## src/hw/rtl/e2q_pkg.sv

```systemverilog
// Package: types, constants and arctangent table for the Euler-to-quaternion block.
package e2q_pkg;

  localparam int unsigned CordicSteps = 16;
  localparam int unsigned FracBits    = 14;
  localparam int unsigned Steps       = (CordicSteps > 24) ? 24 : CordicSteps;

  localparam int unsigned ZW  = 30;
  localparam int unsigned XW  = FracBits + 4;
  localparam int unsigned PW  = 2 * XW;
  localparam int unsigned SW  = XW + 2;

  localparam int unsigned NLanes = 3;

  localparam logic signed [15:0] AngLimit = 16'sd23040;
  localparam logic signed [ZW-1:0] Deg90  = 30'sd94371840;
  localparam logic signed [ZW-1:0] Deg180 = 30'sd188743680;
  localparam logic signed [15:0] OutMax  = 16'sd16384;

  localparam longint GainQ30 = 64'sd652032874;
  localparam longint GainRnd = (FracBits >= 30) ? GainQ30 * (64'sd1 << (FracBits - 30)) :
      ((GainQ30 + (64'sd1 << (29 - FracBits))) >>> (30 - FracBits));
  localparam logic signed [XW-1:0] GainInit = XW'(GainRnd);

  typedef struct packed {
    logic signed [15:0] roll_deg;
    logic signed [15:0] pitch_deg;
    logic signed [15:0] yaw_deg;
  } in_word_t;

  typedef struct packed {
    logic signed [15:0] quat_w;
    logic signed [15:0] quat_i;
    logic signed [15:0] quat_j;
    logic signed [15:0] quat_k;
  } out_word_t;

  typedef struct packed {
    logic signed [XW-1:0] s;
    logic signed [XW-1:0] c;
  } sincos_t;

  function automatic logic signed [ZW-1:0] atan_tab(input int unsigned i);
    logic signed [ZW-1:0] r;
    begin
      unique case (i)
        0: r = 30'sd47185920;  1: r = 30'sd27855475;  2: r = 30'sd14718068;
        3: r = 30'sd7471121;   4: r = 30'sd3750058;   5: r = 30'sd1876857;
        6: r = 30'sd938658;    7: r = 30'sd469357;    8: r = 30'sd234682;
        9: r = 30'sd117342;    10: r = 30'sd58671;    11: r = 30'sd29335;
        12: r = 30'sd14668;    13: r = 30'sd7334;     14: r = 30'sd3667;
        15: r = 30'sd1833;     16: r = 30'sd917;      17: r = 30'sd458;
        18: r = 30'sd229;      19: r = 30'sd115;      20: r = 30'sd57;
        21: r = 30'sd29;       22: r = 30'sd14;       23: r = 30'sd7;
        default: r = '0;
      endcase
      return r;
    end
  endfunction

  // product rounded half up back to FracBits
  function automatic logic signed [XW-1:0] rmul(input logic signed [XW-1:0] a,
                                                input logic signed [XW-1:0] b);
    logic signed [PW-1:0] p;
    begin
      p = PW'(a) * PW'(b) + (PW'(1) <<< (FracBits - 1));
      return XW'(p >>> FracBits);
    end
  endfunction

endpackage

```

## src/hw/rtl/e2q_cordic_lane.sv

```systemverilog
// One lane: pipelined CORDIC giving sine and cosine of half an angle.
module e2q_cordic_lane (
  input  logic                clk_i,
  input  logic                rst_ni,
  input  logic                en_i,
  input  logic signed [15:0]  ang_i,
  output e2q_pkg::sincos_t    sc_o
);

  localparam int unsigned N = e2q_pkg::Steps;
  localparam int unsigned XW = e2q_pkg::XW;
  localparam int unsigned ZW = e2q_pkg::ZW;

  logic signed [XW-1:0] x_q [N+1];
  logic signed [XW-1:0] y_q [N+1];
  logic signed [ZW-1:0] z_q [N+1];
  logic                 f_q [N+1];

  logic signed [15:0]   a_sat;
  logic signed [ZW-1:0] z0;

  always_comb begin
    if (ang_i > e2q_pkg::AngLimit) begin
      a_sat = e2q_pkg::AngLimit;
    end else if (ang_i < -e2q_pkg::AngLimit) begin
      a_sat = -e2q_pkg::AngLimit;
    end else begin
      a_sat = ang_i;
    end
    z0 = ZW'(a_sat) <<< 13;
  end

  always_ff @(posedge clk_i) begin
    if (en_i) begin
      if (z0 > e2q_pkg::Deg90) begin
        z_q[0] <= z0 - e2q_pkg::Deg180;
        f_q[0] <= 1'b1;
      end else if (z0 < -e2q_pkg::Deg90) begin
        z_q[0] <= z0 + e2q_pkg::Deg180;
        f_q[0] <= 1'b1;
      end else begin
        z_q[0] <= z0;
        f_q[0] <= 1'b0;
      end
      x_q[0] <= e2q_pkg::GainInit;
      y_q[0] <= '0;
    end
  end

  for (genvar g = 0; g < N; g++) begin : g_stage
    always_ff @(posedge clk_i) begin
      if (en_i) begin
        if (z_q[g] >= 0) begin
          x_q[g+1] <= x_q[g] - (y_q[g] >>> g);
          y_q[g+1] <= y_q[g] + (x_q[g] >>> g);
          z_q[g+1] <= z_q[g] - e2q_pkg::atan_tab(g);
        end else begin
          x_q[g+1] <= x_q[g] + (y_q[g] >>> g);
          y_q[g+1] <= y_q[g] - (x_q[g] >>> g);
          z_q[g+1] <= z_q[g] + e2q_pkg::atan_tab(g);
        end
        f_q[g+1] <= f_q[g];
      end
    end
  end

  assign sc_o.s = f_q[N] ? -y_q[N] : y_q[N];
  assign sc_o.c = f_q[N] ? -x_q[N] : x_q[N];

  logic unused_rst;
  assign unused_rst = rst_ni;

endmodule

```

## config.mk

```make
export PLATFORM = sky130hd
export DESIGN_NAME = e2q_cordic_lane
export DESIGN_NICKNAME = d
export VERILOG_FILES = /design/src/hw/rtl/e2q_pkg.sv /design/src/hw/rtl/e2q_cordic_lane.sv
export SDC_FILE = /design/constraint.sdc
export NUM_CORES = 2
export LEC_CHECK = 0
export ABC_CLOCK_PERIOD_IN_PS = 10000
export BUFFER_PORTS_ARGS = -buffer_cell sky130_fd_sc_hd__buf_4
export CAP_MARGIN = 20
export CORE_ASPECT_RATIO = 0.7
export CORE_UTILIZATION = 25
export DETAILED_ROUTE_END_ITERATION = 6
export GPL_ROUTABILITY_DRIVEN = 0
export HOLD_SLACK_MARGIN = 0.03
export PLACE_DENSITY_LB_ADDON = 0.1
export SLEW_MARGIN = 15
export SYNTH_ARGS = -nofsm -noshare
export SYNTH_HDL_FRONTEND = slang
export SYNTH_SLANG_ARGS = --single-unit
```

## constraint.sdc

```tcl
create_clock -name clk_i -period 10 [get_ports clk_i]
set_clock_uncertainty 0.1 [all_clocks]
set_input_delay 2 -clock clk_i [delete_from_list [all_inputs] [get_ports clk_i]]
set_output_delay 2 -clock clk_i [all_outputs]
set_load 0.01 [all_outputs]
```

* Word level (Yosys, flattened, before mapping)
Memories as Yosys holds them, arrays and structs flattened. Index checks and enable logic that the tools add are counted.
Word-level totals: flip-flop bits (word level) 0, memories 4, input bits 19, memory bits (writable) 1139, logic and storage cells 340
Memory list:
- z_q | words 17, bits a word 30, rd ports 16, clocked after memory_dff 0, write ports 17, RTL line e2q_cordic_lane.sv:16 | logic signed [ZW-1:0] z_q [N+1];
- x_q | words 17, bits a word 18, rd ports 17, clocked after memory_dff 0, write ports 17, RTL line e2q_cordic_lane.sv:14 | logic signed [XW-1:0] x_q [N+1];
- y_q | words 17, bits a word 18, rd ports 17, clocked after memory_dff 0, write ports 17, RTL line e2q_cordic_lane.sv:15 | logic signed [XW-1:0] y_q [N+1];
- f_q | words 17, bits a word 1, rd ports 17, clocked after memory_dff 0, write ports 17, RTL line e2q_cordic_lane.sv:17 | logic f_q [N+1];
Cells by class: mux-type cells 165, $add $sub $neg 99, magnitude comparators 20, bitwise logic cells 52
Operators with widths (number):
- 2-to-1 mux 18 bit | 34
- 2-to-1 mux 30 bit | 18
- greater-or-equal comparator 30 x 1 -> 1 bit (second input constant) | 16
- 2-to-1 mux 1 bit | 111
- OR 1 bit | 52
- adder 18 x 10 -> 18 bit | 2
- adder 18 x 11 -> 18 bit | 2
- adder 18 x 12 -> 18 bit | 2
- adder 18 x 13 -> 18 bit | 2
- adder 18 x 14 -> 18 bit | 2
- adder 18 x 15 -> 18 bit | 2
- adder 18 x 16 -> 18 bit | 2
- adder 18 x 17 -> 18 bit | 2
- adder 18 x 3 -> 18 bit | 2
- adder 18 x 4 -> 18 bit | 2
- adder 18 x 5 -> 18 bit | 2
- adder 18 x 6 -> 18 bit | 2
- adder 18 x 7 -> 18 bit | 2
- adder 18 x 8 -> 18 bit | 2
- adder 18 x 9 -> 18 bit | 2
- negator 18 bit | 2
- subtractor 18 x 10 -> 18 bit | 2
- subtractor 18 x 11 -> 18 bit | 2
- subtractor 18 x 12 -> 18 bit | 2
- other kinds (53) | 67

* Longest topological paths before layout
depth in word-level cells 10, mapped depth 18, mapped depth without buffers 17

* Least setup slack after synthesis
Ideal clock, no wire load.
path type input port to flip-flop, start point input en_i, end point memory x_q[15][16] in the netlist's numbering, data pin, data required time 9.642 ns, arrival time 5.739 ns, setup slack 3.903 ns, path buffers 3, stages 15, cell sequence clkbuf_1 > nand2_1 > clkbuf_1 > buf_1 > o21ai_0 > fa_1 > a21o_1 > a21o_1 > a21oi_1 > o21ai_0 > a311oi_1 > nor3_1 > a2111o_1 > a21oi_1 > xnor2_1
RTL lines:
- from (decl) | RTL line e2q_cordic_lane.sv:5 | input logic en_i,
- to (decl) | RTL line e2q_cordic_lane.sv:14

==> summary.txt <==
Global routing
  – Total grt overflow: 0
  – GRT Util Overall: between 10% and 20%
  – Largest net degree at the start of global routing: 148
  – Vias in the first global route: roughly 52000
  – Initial antenna violation count: 3
  – First-pass GRT wire length: ~300000 um

Cells and area
  – Commonest cells after routing, fill and taps aside: 955 x edfxtp_1, 935 x ha_1, 707 x xnor2_1
  – Share of layout cells above drive strength 1: 4.53%
  – Core Util, Final: 28.2%
  – Commonest non-fill, non-tap cell in the layout: edfxtp_1
  – Area grow syn2layout: 11.9%
  – Nets: 8365

Worst hold path
  – Worst min path class: reg2reg
  – Hold path cells: 0

Synthesis
  – Yosys cell types: 88
  – Avg Cell Area, Syn: a little over 10 um^2
  – Post-synth top flop: edfxtp_1
  – Post-synth ARST share: 0%
  – Post-synthesis cell area: approximately 0.074 mm^2
  – Syn Inst Count: 7225
  – Post-synthesis sequential area ratio: 39.0%
  – Register bit total from synthesis: about 960
  – Syn. warnings: 0
  – Post-synth EDFFs: 955

Floorplanning
  – Die width: between 600 and 700 um
  – Total die area: around 0.30 mm^2
  – Core area: between 0.2 and 0.3 mm^2
  – IO Pins: 55
  – Die height: 456 um
  – Num rows: approximately 170
  – Starting Density: between 20 and 30%

Setup path
  – Crit. Startpoint: en_i
  – CP Launch Type: primary input
  – Worst EP arrival: 6.99 ns
  – R2R cell count: 15
  – Critical Path Sink Type: flip-flop
  – Critical path fanouts, max: 42
  – Required time of the critical path: around 10 ns
  – R2R Setup Slk: 4.83 ns
  – Crit Path Class: in2reg
  – Critical Path End: y_q[3][17]$_DFFE_PP_
  – R2R Path End: y_q[3][17]$_DFFE_PP_
  – RR Startpoint: z_q[2][29]$_DFFE_PP_

Detailed routing
  – Vias: 53400
  – DR iter-0 viols: roughly 3400
  – Drt wl/cell: 17.0 um
  – Router iterations before antenna repair: 5
  – DRC viols: 0
  – Post-route ant nets: 0
  – DR vias/cell: 4.72
  – Final WL: approximately 190000 um

Clock tree
  – Root Driver: clkbuf_16
  – Setup bufs post-CTS: 0
  – CTS Buffer Depth: 3
  – TritonCTS clock tree: built
  – TritonCTS Buffers: between 100 and 150
  – Post-CTS resize count: 0
  – H-tree Lvls: 3
  – CTS Hold Bufs: 0
  – Reg clk slew, reported paths: ~0.06 ns
  – CTS sink count: roughly 960
  – Worst-Skew Late Latency: around 0.75 ns

Outcome
  – Outcome: finished, final reports clean

STA
  – Fmax: 152 MHz
  – Period utilization: roughly two thirds
  – Final setup violation count: 0
  – Slew @ Worst Pin: roughly 1.2 ns
  – Fin. Hold Viols: 0
  – Fin worst setup slack: approximately 3.4 ns
  – Rel. slew slack: between 20% and 30%
  – Max-slew violation count: 0
  – Fin crit period: about 6.6 ns
  – Fin Setup TNS: 0 ns
  – Unrepaired setup endpoints after global routing: false

Placed design
  – Port bufs: between 50 and 60
  – Place WS: between 2 and 3 ns
  – DPL Wire Length: about 150000 um

Flow run
  – Max_cap viols: 0
-- kinds of logic after synthesis --
| group | Yosys count | synth area share, % |
|---|---|---|
| AND/OR/NAND/NOR | 1793 | 11.7 |
| flip-flops | 955 | 39.0 |
| adder cells (fa/ha/maj) | 983 | 17.2 |
| XOR/XNOR | 969 | 11.5 |
| AO/OA/AOI/OAI | 2017 | 17.5 |
| buffers and inverters | 458 | 2.35 |
| multiplexers | 48 | 0.680 |
| other | 2 | 0.0102 |
-- Yosys cell counts (all sizes together) (76+ instances only) --
master | instances | share of area [%]
a21oi | 667 | 4.5
nand2 | 379 | 1.9
o31ai | 76 | 0.78
xnor2 | 707 | 8.4
a211oi | 99 | 1.0
nand2b | 124 | 1.1
edfxtp | 955 | 39
o21ai | 397 | 2.7
nor3 | 190 | 1.3
or3 | 93 | 0.80
xor2 | 262 | 3.1
nor2 | 529 | 2.7
o21bai | 78 | 0.80
o21a | 127 | 1.3
nand3 | 145 | 0.99
ha | 935 | 16
inv | 367 | 1.9
a21o | 240 | 2.4
nor2b | 83 | 0.71
-- cell type report --
cell class / count / area [um^2]
Fill cell: 30400 / 210000
Multi-Input combinational cell: 5815 / 43200
Sequential cell: 955 / 28700
Tap cell: 3864 / 4830
Clock buffer: 146 / 3060
Inverter: 372 / 1400
Timing Repair Buffer: 103 / 816
Clock inverter: 52 / 390
Antenna cell: 1 / 2.50
-- worst min path at each step --
| stage | from | endpoint | slack, ns |
|---|---|---|---|
| 6_report | f_q[1][5]$_DFFE_PP_ | f_q[1][6]$_DFFE_PP_ | 0.32 |
| 3_3_place_gp | f_q[1][4]$_DFFE_PP_ | f_q[1][5]$_DFFE_PP_ | 0.30 |
| 2_1_floorplan | f_q[0][0]$_DFFE_PP_ | f_q[0][1]$_DFFE_PP_ | 0.30 |
| 5_1_grt | f_q[1][3]$_DFFE_PP_ | f_q[1][4]$_DFFE_PP_ | 0.32 |
| 3_5_place_dp | z_q[0][16]$_DFFE_PP_ | z_q[1][16]$_DFFE_PP_ | 0.30 |
| 4_1_cts | f_q[0][5]$_DFFE_PP_ | f_q[0][6]$_DFFE_PP_ | 0.32 |
-- through the flow --
| step | instance area (um^2) | cells | hold WS [ns] |
|---|---|---|---|
| floorplan | 73600 | 7228 | 0.300 |
| global placement | 78900 | 11100 | 0.303 |
| detailed placement | 78900 | 11100 | 0.305 |
| CTS | 82400 | 11300 | 0.316 |
| global route | 82400 | 11300 | 0.324 |
| finish | 82400 | 11300 | 0.316 |
-- metal layers --
| metal | vias up | wire [um] | global-route usage, % |
|---|---|---|---|
| met3 | 169 | 8310 | 1.87 |
| met1 | 25200 | 116000 | 22.1 |
| li1 | 27200 | - | - |
| met4 | 0 | 3070 | 2.30 |
| met2 | 779 | 64200 | 15.6 |
| met5 | - | 0 | 0 |
-- sequential cells by signal, indices dropped and copies added, names as in the netlist --
register and flops:
x_q 267, f_q 17, z_q 402, y_q 269
-- critical path, cell delays in order --
cell	delay, ns
buf_8	0.29
buf_4	0.30
nand2_1	0.59
clkinv_1	0.21
buf_4	0.42
nor2_1	0.11
xnor2_1	0.14
ha_1	0.34
o21a_1	0.14
o211a_1	0.22
o21ai_0	0.28
a21oi_1	0.20
o221a_2	0.32
o41ai_1	0.75
o2111ai_1	0.25
a21oi_1	0.22
xnor2_1	0.08
Power is not shown: default switching activity piles up to over one toggle a cycle in this logic, so the estimate is an artifact.
